File: src/rtl/sslfp_pkg.sv
`default_nettype none

package sslfp_pkg;

   localparam int unsigned BYTE_W       = 8;
   localparam int unsigned ROLE_W       = 4;
   localparam int unsigned STATUS_W     = 2;
   localparam int unsigned CSR_INDEX_W  = 8;

   localparam int unsigned QUEUE_DEPTH  = 4;
   localparam int unsigned QPTR_W       = $clog2(QUEUE_DEPTH);
   localparam int unsigned QCOUNT_W     = $clog2(QUEUE_DEPTH + 1);

   localparam logic [BYTE_W-1:0] START_SYM = 8'd2;
   localparam logic [BYTE_W-1:0] STOP_SYM  = 8'd3;

   localparam logic [CSR_INDEX_W-1:0] CSR_START_SYMBOL = 8'd0;
   localparam logic [CSR_INDEX_W-1:0] CSR_STOP_SYMBOL  = 8'd1;

   // Index of the last header byte (the length byte).
   localparam logic [ROLE_W-1:0] HEADER_LAST  = 4'd10;
   localparam logic [ROLE_W-1:0] ROLE_NONE    = 4'd0;
   localparam logic [ROLE_W-1:0] ROLE_PAYLOAD = 4'd12;

   typedef enum logic [STATUS_W-1:0] {
      ST_BUSY     = 2'd0,
      ST_OK       = 2'd1,
      ST_NOSTART  = 2'd2,
      ST_MISMATCH = 2'd3
   } status_type;

   typedef enum logic [2:0] {
      PH_START   = 3'd0,
      PH_HEADER  = 3'd1,
      PH_PAYLOAD = 3'd2,
      PH_STOP    = 3'd3,
      PH_DISCARD = 3'd4
   } phase_type;

   typedef struct packed {
      logic [BYTE_W-1:0] data;
      logic [ROLE_W-1:0] role;
      logic [BYTE_W-1:0] index;
      status_type        status;
      logic              done;
   } entry_type;

endpackage

`default_nettype wire

File: src/rtl/sslfp_front.sv
`default_nettype none

module sslfp_front
   import sslfp_pkg::*;
(
   input  wire logic                   clock,
   input  wire logic                   reset,
   input  wire logic                   csr_valid,
   output logic                        csr_ready,
   input  wire logic [CSR_INDEX_W-1:0] csr_index,
   input  wire logic [BYTE_W-1:0]      csr_wdata,
   input  wire logic                   accept,
   input  wire logic [BYTE_W-1:0]      rx_byte,
   input  wire logic                   packet_end,
   output entry_type                   entry
);

   logic [BYTE_W-1:0] open_byte_ff, open_byte_in;
   logic [BYTE_W-1:0] close_byte_ff, close_byte_in;
   phase_type         phase_ff, phase_in;
   logic [ROLE_W-1:0] hpos_ff, hpos_in;
   logic [BYTE_W-1:0] remain_ff, remain_in;
   logic [BYTE_W-1:0] ppos_ff, ppos_in;

   assign csr_ready = 1'b1;

   always_comb begin
      open_byte_in  = open_byte_ff;
      close_byte_in = close_byte_ff;
      if (csr_valid) begin
         unique case (csr_index)
            CSR_START_SYMBOL: open_byte_in  = csr_wdata;
            CSR_STOP_SYMBOL:  close_byte_in = csr_wdata;
            default: ;
         endcase
      end
   end

   always_comb begin
      entry.data   = rx_byte;
      entry.role   = ROLE_NONE;
      entry.index  = '0;
      entry.status = ST_BUSY;
      entry.done   = 1'b0;
      phase_in     = phase_ff;
      hpos_in      = hpos_ff;
      remain_in    = remain_ff;
      ppos_in      = ppos_ff;

      unique case (phase_ff)
         PH_START: begin
            if (rx_byte == open_byte_ff) begin
               hpos_in   = '0;
               ppos_in   = '0;
               remain_in = '0;
               phase_in  = PH_HEADER;
            end else begin
               entry.status = ST_NOSTART;
               entry.done   = 1'b1;
               phase_in     = PH_DISCARD;
            end
         end
         PH_HEADER: begin
            entry.role = hpos_ff + 4'd1;
            if (hpos_ff >= HEADER_LAST) begin
               // The length byte sets up the payload count.
               remain_in = rx_byte;
               ppos_in   = '0;
               phase_in  = (rx_byte != '0) ? PH_PAYLOAD : PH_STOP;
            end else begin
               hpos_in = hpos_ff + 4'd1;
            end
         end
         PH_PAYLOAD: begin
            entry.role  = ROLE_PAYLOAD;
            entry.index = ppos_ff;
            ppos_in     = ppos_ff + 8'd1;
            remain_in   = remain_ff - 8'd1;
            if (remain_ff == 8'd1) begin
               phase_in = PH_STOP;
            end
         end
         PH_STOP: begin
            entry.status = (rx_byte == close_byte_ff) ? ST_OK : ST_MISMATCH;
            entry.done   = 1'b1;
            phase_in     = PH_DISCARD;
         end
         default: ;
      endcase

      // A packet that ends before its stop byte is a length mismatch.
      if (packet_end) begin
         if (!entry.done && (phase_ff == PH_HEADER || phase_ff == PH_PAYLOAD ||
                             phase_ff == PH_START)) begin
            entry.status = ST_MISMATCH;
            entry.done   = 1'b1;
         end
         phase_in = PH_START;
      end
   end

   always_ff @(posedge clock) begin
      if (reset) begin
         open_byte_ff  <= START_SYM;
         close_byte_ff <= STOP_SYM;
         phase_ff      <= PH_START;
         hpos_ff       <= '0;
         remain_ff     <= '0;
         ppos_ff       <= '0;
      end else begin
         open_byte_ff  <= open_byte_in;
         close_byte_ff <= close_byte_in;
         if (accept) begin
            phase_ff  <= phase_in;
            hpos_ff   <= hpos_in;
            remain_ff <= remain_in;
            ppos_ff   <= ppos_in;
         end
      end
   end

`ifndef SYNTHESIS
   a_discard_silent: assert property (@(posedge clock) disable iff (reset)
      (accept && phase_ff == PH_DISCARD) |-> (entry.role == ROLE_NONE && !entry.done))
      else $error("byte in discard phase was not silently dropped");

   a_header_bounded: assert property (@(posedge clock) disable iff (reset)
      hpos_ff <= HEADER_LAST)
      else $error("header position ran past the length byte");
`endif

endmodule

`default_nettype wire

File: src/rtl/sslfp_queue.sv
`default_nettype none

module sslfp_queue
   import sslfp_pkg::*;
(
   input  wire logic      clock,
   input  wire logic      reset,
   input  wire logic      wr_en,
   input  wire entry_type wr_data,
   output logic           full,
   input  wire logic      rd_en,
   output entry_type      rd_data,
   output logic           rd_valid
);

   entry_type           slot_ff [QUEUE_DEPTH];
   logic [QPTR_W-1:0]   wptr_ff, wptr_in;
   logic [QPTR_W-1:0]   rptr_ff, rptr_in;
   logic [QCOUNT_W-1:0] count_ff, count_in;

   assign full     = (count_ff == QCOUNT_W'(QUEUE_DEPTH));
   assign rd_valid = (count_ff != '0);
   assign rd_data  = slot_ff[rptr_ff];

   always_comb begin
      wptr_in  = wr_en ? wptr_ff + 1'b1 : wptr_ff;
      rptr_in  = rd_en ? rptr_ff + 1'b1 : rptr_ff;
      count_in = count_ff;
      if (wr_en && !rd_en) begin
         count_in = count_ff + 1'b1;
      end else if (!wr_en && rd_en) begin
         count_in = count_ff - 1'b1;
      end
   end

   always_ff @(posedge clock) begin
      if (wr_en) begin
         slot_ff[wptr_ff] <= wr_data;
      end
   end

   always_ff @(posedge clock) begin
      if (reset) begin
         wptr_ff  <= '0;
         rptr_ff  <= '0;
         count_ff <= '0;
      end else begin
         wptr_ff  <= wptr_in;
         rptr_ff  <= rptr_in;
         count_ff <= count_in;
      end
   end

`ifndef SYNTHESIS
   a_count_bounded: assert property (@(posedge clock) disable iff (reset)
      count_ff <= QCOUNT_W'(QUEUE_DEPTH))
      else $error("queue count exceeds its depth");

   a_count_tracks: assert property (@(posedge clock) disable iff (reset)
      (wr_en && !rd_en) |=> (count_ff == $past(count_ff) + 1'b1))
      else $error("queue count missed a write");
`endif

endmodule

`default_nettype wire

File: src/rtl/sslfp_back.sv
`default_nettype none

module sslfp_back
   import sslfp_pkg::*;
(
   input  wire logic           clock,
   input  wire logic           reset,
   input  wire logic           q_valid,
   input  wire entry_type      q_data,
   output logic                q_read,
   input  wire logic           pop,
   output logic                empty,
   output logic [BYTE_W-1:0]   out_byte,
   output logic [ROLE_W-1:0]   byte_role,
   output logic [BYTE_W-1:0]   payload_index,
   output logic [STATUS_W-1:0] frame_status,
   output logic                frame_done
);

   logic              valid_ff, valid_in;
   entry_type         rsp_ff;
   logic              taken;

   assign taken  = pop && valid_ff;
   // The output register reloads in the same cycle as it is emptied.
   assign q_read = q_valid && (!valid_ff || taken);

   always_comb begin
      valid_in = valid_ff;
      if (q_read) begin
         valid_in = 1'b1;
      end else if (taken) begin
         valid_in = 1'b0;
      end
   end

   always_ff @(posedge clock) begin
      if (reset) begin
         valid_ff <= 1'b0;
      end else begin
         valid_ff <= valid_in;
      end
   end

   always_ff @(posedge clock) begin
      if (q_read) begin
         rsp_ff <= q_data;
      end
   end

   assign empty         = !valid_ff;
   // Bytes without a role are output as zero.
   assign out_byte      = (rsp_ff.role != ROLE_NONE) ? rsp_ff.data : '0;
   assign byte_role     = rsp_ff.role;
   assign payload_index = rsp_ff.index;
   assign frame_status  = rsp_ff.status;
   assign frame_done    = rsp_ff.done;

`ifndef SYNTHESIS
   a_refill: assert property (@(posedge clock) disable iff (reset)
      (q_valid && !valid_ff) |=> valid_ff)
      else $error("output register did not take a waiting result");

   a_no_read_when_idle: assert property (@(posedge clock) disable iff (reset)
      q_read |-> q_valid)
      else $error("read from an empty queue");
`endif

endmodule

`default_nettype wire

File: src/rtl/start_stop_length_frame_parser.sv
// Frame parser for received radio packets: one byte enters per cycle while full
// is low, and each byte yields one result tagging it as header field, payload
// byte or dropped, with the frame status when the frame's handling ends. A byte
// is tagged in the cycle of its transfer on the request side and written into
// the four-entry queue, from which the output register takes its result. The
// sustained rate of one byte per cycle is set by the parser updating its state
// on each accepted byte. Up to five results are held (four in the queue, one
// in the output register) before full rises. Start and stop symbols are
// written through the csr_ port and apply to the next byte.
`default_nettype none

module start_stop_length_frame_parser
   import sslfp_pkg::*;
(
   input  wire logic                   clock,
   input  wire logic                   reset,
   input  wire logic                   csr_valid,
   output logic                        csr_ready,
   input  wire logic [CSR_INDEX_W-1:0] csr_index,
   input  wire logic [BYTE_W-1:0]      csr_wdata,
   input  wire logic                   push,
   output logic                        full,
   input  wire logic [BYTE_W-1:0]      req_rx_byte,
   input  wire logic                   req_packet_end,
   output logic                        empty,
   input  wire logic                   pop,
   output logic [BYTE_W-1:0]           rsp_out_byte,
   output logic [ROLE_W-1:0]           rsp_byte_role,
   output logic [BYTE_W-1:0]           rsp_payload_index,
   output logic [STATUS_W-1:0]         rsp_frame_status,
   output logic                        rsp_frame_done
);

   logic      accept;
   entry_type entry;
   logic      q_read;
   logic      q_valid;
   entry_type q_data;

   assign accept = push && !full;

   sslfp_front u_front (
      .clock      (clock),
      .reset      (reset),
      .csr_valid  (csr_valid),
      .csr_ready  (csr_ready),
      .csr_index  (csr_index),
      .csr_wdata  (csr_wdata),
      .accept     (accept),
      .rx_byte    (req_rx_byte),
      .packet_end (req_packet_end),
      .entry      (entry)
   );

   sslfp_queue u_queue (
      .clock    (clock),
      .reset    (reset),
      .wr_en    (accept),
      .wr_data  (entry),
      .full     (full),
      .rd_en    (q_read),
      .rd_data  (q_data),
      .rd_valid (q_valid)
   );

   sslfp_back u_back (
      .clock         (clock),
      .reset         (reset),
      .q_valid       (q_valid),
      .q_data        (q_data),
      .q_read        (q_read),
      .pop           (pop),
      .empty         (empty),
      .out_byte      (rsp_out_byte),
      .byte_role     (rsp_byte_role),
      .payload_index (rsp_payload_index),
      .frame_status  (rsp_frame_status),
      .frame_done    (rsp_frame_done)
   );

endmodule

`default_nettype wire

File: config.mk
export PLATFORM = sky130hd
export DESIGN_NAME = start_stop_length_frame_parser
export DESIGN_NICKNAME = d
export VERILOG_FILES = /design/src/rtl/sslfp_pkg.sv /design/src/rtl/sslfp_front.sv /design/src/rtl/sslfp_queue.sv /design/src/rtl/sslfp_back.sv /design/src/rtl/start_stop_length_frame_parser.sv
export SDC_FILE = /design/constraint.sdc
export NUM_CORES = 1
export LEC_CHECK = 0
export BUFFER_PORTS_ARGS = -buffer_cell sky130_fd_sc_hd__buf_4
export CORE_MARGIN = 10
export CORE_UTILIZATION = 60
export DETAILED_ROUTE_END_ITERATION = 8
export PLACE_DENSITY = 0.86
export SETUP_SLACK_MARGIN = 0.2
export SYNTH_ARGS = -nofsm -noshare
export SYNTH_HDL_FRONTEND = slang
export SYNTH_SLANG_ARGS = --single-unit
File: constraint.sdc
create_clock -name clock -period 4.9 [get_ports clock]
set_clock_uncertainty 0.15 [all_clocks]
set_input_delay 0.98 -clock clock [delete_from_list [all_inputs] [get_ports clock]]
set_output_delay 0.98 -clock clock [all_outputs]
set_load 0.05 [all_outputs]
Word-level counts from Yosys, hierarchy flattened --
Memory sizes are Yosys's and may differ from the RTL's. A register that Yosys moved wholly into a read port is not among the register bits. Index checks and enable logic that the tools add are counted.
Word-level totals: memory bits (read-only) 0, bits in writable memories 92, bits in latches 0, bits in registers 47, memories 1
Memories:
- u_queue.slot_ff | depth 4, bits a word 23, rd ports 1, clocked after memory_dff 1, wr ports 1, line sslfp_queue.sv:16 | entry_type slot_ff [QUEUE_DEPTH];
Cells by class: $mul 0, muxes and demuxes 28, magnitude comparators 1, equal/unequal tests 13, div/mod/pow operators 0, shift-type cells 0, bitwise gates (word level) 0, add/sub/neg operators 7, reduce and logical (&&, ||, !) cells 29
Operator list (number):
- $pmux 8 s3 | 2
- $mux 8 | 5
- $mux 3 | 9
- $eq 8x1->1 const B | 2
- $eq 8x8->1 | 2
- $pmux 4 s2 | 2
- $pmux 3 s4 | 1
- $reduce_and 4->1 | 3
- $add 8x1->8 const B | 1
- $logic_not 8->1 | 1
- $mux 4 | 2
- $reduce_bool 8->1 | 1
- $sub 8x1->8 const B | 1
- $eq 3x2->1 const B | 2
- $logic_and 1x1->1 | 6
- $ne 3x2->1 const B | 2
- $pmux 3 s2 | 1
- $reduce_bool 2->1 | 3
- $reduce_bool 3->1 | 2
- $logic_not 1->1 | 5
- $mux 1 | 5
- $reduce_bool 5->1 | 1
- $add 2x1->2 const B | 2
- $add 4x1->4 const B | 1
- 12 further kinds | 16

Depth between registers and ports, before layout --
Gate-level depths: netlist of the first run.
word-level depth 7, depth in mapped cells 11

Hierarchy --
From an unflattened synthesis of the first run, not the netlist that was laid out.
Second synthesis, totals: cell total of the unflattened synthesis 516, area total of the unflattened synthesis 7247.0 um2
Modules (own cells, without submodules):
- sslfp_queue | area each 3783.6 um2, cells an instance 164, times used 1
- sslfp_front | area each 2537.4 um2, cells an instance 299, times used 1
- sslfp_back | area each 912.1 um2, cells an instance 52, times used 1
- start_stop_length_frame_parser | area each 13.8 um2, cells an instance 1, times used 1

Worst setup path after synthesis of the first run --
Ideal clock, no wire load.
path type input -> register, start point input port pop, end point register u_queue.count_ff[2], required time 4679 ps, cell stages on the path 9, setup slack 1163 ps, buffers on the path 0, data arrival time 3516 ps, library setup time 71 ps, path through inv_1 -> a21oi_1 -> inv_1 -> ha_1 -> inv_1 -> fa_1 -> xor2_1 -> or3_2 -> a21oi_1
On the way: cells in the longest elaborated chain, start to end 6, elaborated cells on any way between the ends 8, classes of those cells 1 x mux; 7 x reduce/logical
Ends and longest elaborated chain:
- start, declared | line start_stop_length_frame_parser.sv:26 | input wire logic pop,
- $logic_and 1x1->1 (*) | line sslfp_back.sv:24 | assign taken = pop && valid_ff;
- $logic_or 1x1->1 (*) | line sslfp_back.sv:26 | assign q_read = q_valid && (!valid_ff || taken);
- $logic_and 1x1->1 (*) | line sslfp_back.sv:26
- via q_read | line start_stop_length_frame_parser.sv:36 | logic q_read;
- $logic_not 1->1 | line sslfp_queue.sv:29 | if (wr_en && !rd_en) begin
- $logic_and 1x1->1 | line sslfp_queue.sv:29
- $mux 3 or $reduce_bool 2->1 (tied branches)
- end signal, assigned | line sslfp_queue.sv:50 | count_ff <= count_in;
- end, declared | line sslfp_queue.sv:19 | logic [QCOUNT_W-1:0] count_ff, count_in;
Mark *: on every way through the listed nets, which the timed path passes. The rest lies on a longest branch. A chain may end at the register's enable or synchronous reset.

Worst setup path after layout of the first run --
start point register u_queue.count_ff[0], end point register u_queue.count_ff[2]
On the way: cells in the longest elaborated chain, start to end 6, elaborated cells on any way between the ends 14, classes of those cells 2 x add/sub; 1 x eq/ne; 2 x mux; 9 x reduce/logical
Ends and longest elaborated chain:
- $eq 3x3->1 (*) | line sslfp_queue.sv:21 | assign full = (count_ff == QCOUNT_W'(QUEUE_DEPTH));
- $logic_not 1->1 (*) | line start_stop_length_frame_parser.sv:40 | assign accept = push && !full;
- $logic_and 1x1->1 (*) | line start_stop_length_frame_parser.sv:40
- via accept | line start_stop_length_frame_parser.sv:34 | logic accept;
- $logic_not 1->1 | line sslfp_queue.sv:31 | end else if (!wr_en && rd_en) begin
- $logic_and 1x1->1 | line sslfp_queue.sv:31
- $reduce_bool 2->1 (no source line)
Mark *: on every way through the listed nets, which the timed path passes. The rest lies on a longest branch. The select of a mux whose other input is x is not followed.

==> results of run 1 <==
==> cell families after synthesis <==
group,after synthesis,share of synthesized area
AO/OA/AOI/OAI,78,0.0824
XOR/XNOR,25,0.0313
adder cells (fa/ha/maj),11,0.0207
buffers and inverters,56,0.0436
flip-flops,162,0.628
multiplexers,42,0.101
other,1,0.000536
AND/OR/NAND/NOR,119,0.0921
==> metrics by stage <==
stage,worst slack [ns],utilization,hold slack (ns),power [mW]
after floorplan,1.16,-,0.295,2.71
after global placement,1.79,0.647,0.322,2.95
after detailed placement,1.69,0.647,0.325,2.98
after CTS,1.99,0.695,0.337,4.20
after global routing,1.81,0.695,0.366,4.34
final,1.99,0.695,0.335,4.16
==> state kept, by name, indices dropped and copies added (netlist names), 3 cells and up <==
signal / cells
u_front.remain_ff: 8
u_front.open_byte_ff: 8
u_back.byte_role: 4
u_back.payload_index: 8
u_back.rsp_ff: 8
u_front.ppos_ff: 8
u_queue.count_ff: 3
u_queue.slot_ff: 92
u_front.hpos_ff: 4
u_front.close_byte_ff: 8
u_front.phase_ff: 3
==> worst min path at each step <==
stage / endpoint / cells after the start
2_1_floorplan: u_back.valid_ff$_SDFFE_PP0P_ / 2
3_3_place_gp: u_back.valid_ff$_SDFFE_PP0P_ / 2
3_5_place_dp: u_back.valid_ff$_SDFFE_PP0P_ / 2
4_1_cts: u_back.valid_ff$_SDFFE_PP0P_ / 2
5_1_grt: u_back.valid_ff$_SDFFE_PP0P_ / 2
6_report: u_back.valid_ff$_SDFFE_PP0P_ / 2
==> report_power, final <==
group | internal (mW) | total (mW) | leakage [nW] | switching, mW
sequential | 1.71 | 1.81 | 1.50 | 0.103
clock | 0.665 | 1.22 | 0.270 | 0.559
combinational | 0.389 | 1.12 | 1.09 | 0.733
==> worst min-delay path, stage by stage (launching register included) <==
cell and delay (ns):
dfxtp_1 0.33, nand2_1 0.06, a21oi_1 0.05
==> final cells by class <==
| cell class | instances | area [µm²] |
|---|---|---|
| tap | 143 | 179 |
| clock buffer | 18 | 429 |
| fill | 742 | 3480 |
| timing repair buffer | 57 | 428 |
| clock inverter | 14 | 123 |
| multi-input combinational | 276 | 2300 |
| sequential | 162 | 4390 |
| inverter | 19 | 83.8 |
==> layer usage <==
metal / wire length, µm / GRT usage
met1: 5580 / 0.217
met2: 7440 / 0.302
met3: 1030 / 0.0550
met4: 249 / 0.0629
met5: 0 / 0
==> layout by cell type (no fill, tap or decap), drive strengths merged, types with 7 or more instances in the layout <==
cell type / netlist / routed
nor3: 7 / 7
nor2b: 9 / 9
dfxtp: 47 / 47
a21oi: 22 / 22
clkbuf: 10 / 18
edfxtp: 115 / 115
mux4: 23 / 23
inv: 18 / 26
buf: 27 / 57
mux2i: 18 / 18
ha: 10 / 10
nand2: 15 / 15
o21ai: 7 / 7
nor2: 44 / 44
a211oi: 10 / 10
xnor2: 11 / 11
xor2: 14 / 14
==> flow_summary.ini, run 1 <==
[run_status]
status = completed

[worst_hold_path]
min-delay-start = u_back.valid_ff$_SDFFE_PP0P_
min_path_type = flop to flop

[synth]
ys_seq_area_frac = 0.628
synth_most_common_cell = edfxtp_1
synth_common_cells = edfxtp_1, dfxtp_1, nor2_1
synth_cell_type_count = 70
synth_edf_count = 115
synth_top_cells_by_area = edfxtp_1, dfxtp_1, mux4_2, mux2i_1, nor2_1
yosysTopAreaCell = edfxtp_1
synthCells = 494
ys_warn_count = 0
syn_nets = 535
yosysTopAreaCellShare = 0.493
async_reset_ff_frac = 0
synthFlopType = edfxtp_1
synth.avg_cell_area_um2 = 14.2
synth_area_um2 = 7000
ys_ff_latch = 162

[worst_setup_path]
crit-reg2reg-launch = u_queue.count_ff[0]$_SDFFE_PP0P_
slowest_delay_ns = 0.41
crit_buf_inv = 2
startpoint = u_queue.count_ff[0]$_SDFFE_PP0P_
r2r_slack_ns = 1.99
path_common_cell = inv_1
cp_max_fo = 11
cp_slowest_cell = or3b_1
crit_family = simple AND/OR/NAND/NOR gates
path_cells = or3b_1 -> nand2_2 -> inv_1 -> ha_1 -> inv_1 -> fa_1 -> xor2_1 -> or3_2 -> a21oi_1
cp-start-kind = flop
cp.depth = 9
arrival_ns = 3.11
reg2reg_depth = 9
worstSetupPathType = flop to flop
cp-end-kind = flop
timing.rr.end = u_queue.count_ff[2]$_SDFFE_PP0P_
crit_end = u_queue.count_ff[2]$_SDFFE_PP0P_
required_ns = 5.10

[timing]
hold_violations = 0
relSlewSlack = 0.164
period_minus_slack_ns = 2.91
rsz0062_at_grt = no
worst_pin_slew_ns = 1.25
fmax_mhz = 344
timing.final.crit_share = 0.594
fin_setup_tns_ns = 0
finalSetupViolCount = 0
maxSlewViolCount = 0

[placement]
place_area_um2 = 7390
dp_cells = 657
gp_congestion = 0.897
portBuffers = 54
place_hpwl_um = 9240

[clock_network]
cts_buffers = 17
cts_tree = built
ctsResizeCount = 0
cts_root_buffer = clkbuf_16
cts_hold_buf = 0
htree_levels = 4
cts_buffer_depth = 2
post_cts_buffers = 0
cts_sinks = 162
clk_pin_slew_ns = 0.07
clk_latency_ns = 0.43

[final_layout]
area_growth_pct = 13.4
stdcell_count = 689
num-nets-final = 574
num_antenna_cells = 0
drive_gt1_frac = 0.245
finalInstanceArea_um2 = 7940

[drt]
vias = 4256
routed_via_density = 6.18
ant_nets = 0
finalWirelength_um = 14300
drcViolationCount = 0
drt-wirelength-per-cell_um = 20.8
drt_iter0_drc = 436
drt_first_pass_iters = 5

[grt]
grt_max_degree = 44
overflow = 0
grt_pass1_vias = 4352
grt_usage = 0.181
grt_antenna_before_repair = 0
grt_pass1_wl_um = 23000

[floorplanning]
die_area_um2 = 16400
io_pins = 56
core_area_um2 = 11400
row_count = 39
die_y_um = 128
start_util = 0.613
die_w_um = 128

[power]
vdd_ir_drop_max_mv = 0.399
power_per_cell_area_nw_per_um2 = 524
leakagePower_nw = 2.86

[flow_run]
drv_cap = 0
(Power assumes the default switching activity.)
==> run 2, diff against run 1 <==
clock period = 2.7 ns   (was 4.9 ns; I/O delays follow)
==> flow_summary.ini, run 2 (synthesis results as in run 1) <==
[worst_setup_path]
startpoint = u_queue.count_ff[1]$_SDFFE_PP0P_
cp-start-kind = flop
cp_slowest_cell = dfxtp_1
cp-end-kind = flop
crit-reg2reg-launch = u_queue.count_ff[1]$_SDFFE_PP0P_
crit_family = simple AND/OR/NAND/NOR gates
cp_max_fo = 4
path_cells = or3b_1 -> nand2_2 -> inv_1 -> ha_1 -> inv_1 -> fa_1 -> xor2_1 -> or3_2 -> a21oi_1
path_common_cell = inv_1
slowest_delay_ns = 0.41
arrival_ns = 2.56
cp.depth = 9
required_ns = 2.91
crit_buf_inv = 2
reg2reg_depth = 9
worstSetupPathType = flop to flop

[floorplanning]
core_area_um2 = 11400
start_util = 0.613
io_pins = 56
row_count = 39
die_y_um = 128
die_area_um2 = 16400
die_w_um = 128

[clock_network]
cts_root_buffer = clkbuf_16
ctsResizeCount = 0
cts_tree = built
cts_buffer_depth = 2
clk_latency_ns = 0.43
cts_hold_buf = 0
cts_sinks = 162
cts_buffers = 17
htree_levels = 4
post_cts_buffers = 0
clk_pin_slew_ns = 0.06

[flow_run]
drv_cap = 0

[grt]
grtUsageMet2 = 0.302
gr-usage-met3 = 0.0517
busiest_layer = met2
grtUsageMet1 = 0.218
grt_pass1_wl_um = 23700
grt_usage = 0.185
grt_pass1_vias = 4546
grt_antenna_before_repair = 0
overflow = 0
grt_max_degree = 44

[placement]
portBuffers = 54
gp_congestion = 0.891
place_hpwl_um = 9460

[drt]
drcViolationCount = 0
ant_nets = 0
drt-wirelength-per-cell_um = 20.8
finalWirelength_um = 14600
routed_via_density = 6.17
drt_first_pass_iters = 8
drt_iter0_drc = 343
vias = 4314

[power]
vdd_ir_drop_max_mv = 0.727
power_per_cell_area_nw_per_um2 = 950
leakagePower_nw = 2.90

[timing]
period_minus_slack_ns = 2.34
hold_violations = 0
fin_hold_ws_ns = 0.186
fin_setup_tns_ns = 0
fmax_mhz = 427
relSlewSlack = 0.562
rsz0062_at_grt = no
finalSetupViolCount = 0
worst_pin_slew_ns = 0.657
maxSlewViolCount = 0
timing.final.crit_share = 0.868

[final_layout]
drive_gt1_frac = 0.259
largest-register = u_queue.slot_ff
num-nets-final = 584
num_antenna_cells = 0
fillers = 745
largest_reg_flops = 92
mostFrequentLayoutCell = edfxtp_1
area_growth_pct = 15.0
mostFrequentLayoutCells = edfxtp_1, buf_4, dfxtp_1, nor2_1, mux4_2

[worst_hold_path]
min-delay-start = csr_wdata[1]
min_path_type = primary input to flop
min_path_cells = 3

[run_status]
status = completed
-- run 2: changes by cell type in the layout (fill, tap and decap cells not counted), sizes merged --
| cell | delta |
|---|---|
| clkinvlp | +5 |
| buf | +10 |
| inv | -3 |
| clkbuf | -1 |
| bufinv | +1 |
| clkinv | -2 |
-- run 2: worst paths after layout --
| kind | slack [ns] | to |
|---|---|---|
| worst max-delay path | 0.36 | u_queue.count_ff[2]$_SDFFE_PP0P_ |
| worst min-delay path | 0.19 | u_front.open_byte_ff[1]$_SDFFE_PP1P_ |
| worst max register to register | 0.36 | u_queue.count_ff[2]$_SDFFE_PP0P_ |
| worst min register to register | 0.35 | u_queue.wptr_ff[1]$_SDFFE_PP0P_ |
-- run 2: worst min-delay path: stages --
cell and delay [ns]:
buf_4 0.08, mux2i_1 0.06, nand2_1 0.06
-- run 2: routing by layer --
metal / vias to the layer above / share of wire
met5: - / 0
met4: 0 / 0.029
met3: 57 / 0.065
met2: 173 / 0.51
met1: 2134 / 0.40
li1: 1950 / -
-- run 2: through the flow --
stage,instance area [µm²],cells,power [mW],setup WS (ns),utilization
floorplan,7010,494,4.93,0.204,-
global placement,7480,667,5.38,0.308,0.655
detailed placement,7480,667,5.46,0.205,0.655
CTS,8040,699,7.70,0.242,0.704
global route,8050,699,7.95,0.222,0.705
finish,8050,699,7.65,0.356,0.705
-- run 2: power by group --
group	switching (mW)	total, mW	internal, mW
clock	0.994	2.27	1.27
sequential	0.150	3.25	3.11
combinational	1.38	2.12	0.740
-- run 2: cell type report --
type                            instances  area [µm²]  area share
Clock buffer                           17         425      0.0529
Clock inverter                         15         133      0.0165
Inverter                               19        83.8      0.0104
Multi-Input combinational cell        276        2310       0.288
Sequential cell                       162        4400       0.546
Tap cell                              143         179      0.0222
Timing Repair Buffer                   67         515      0.0641
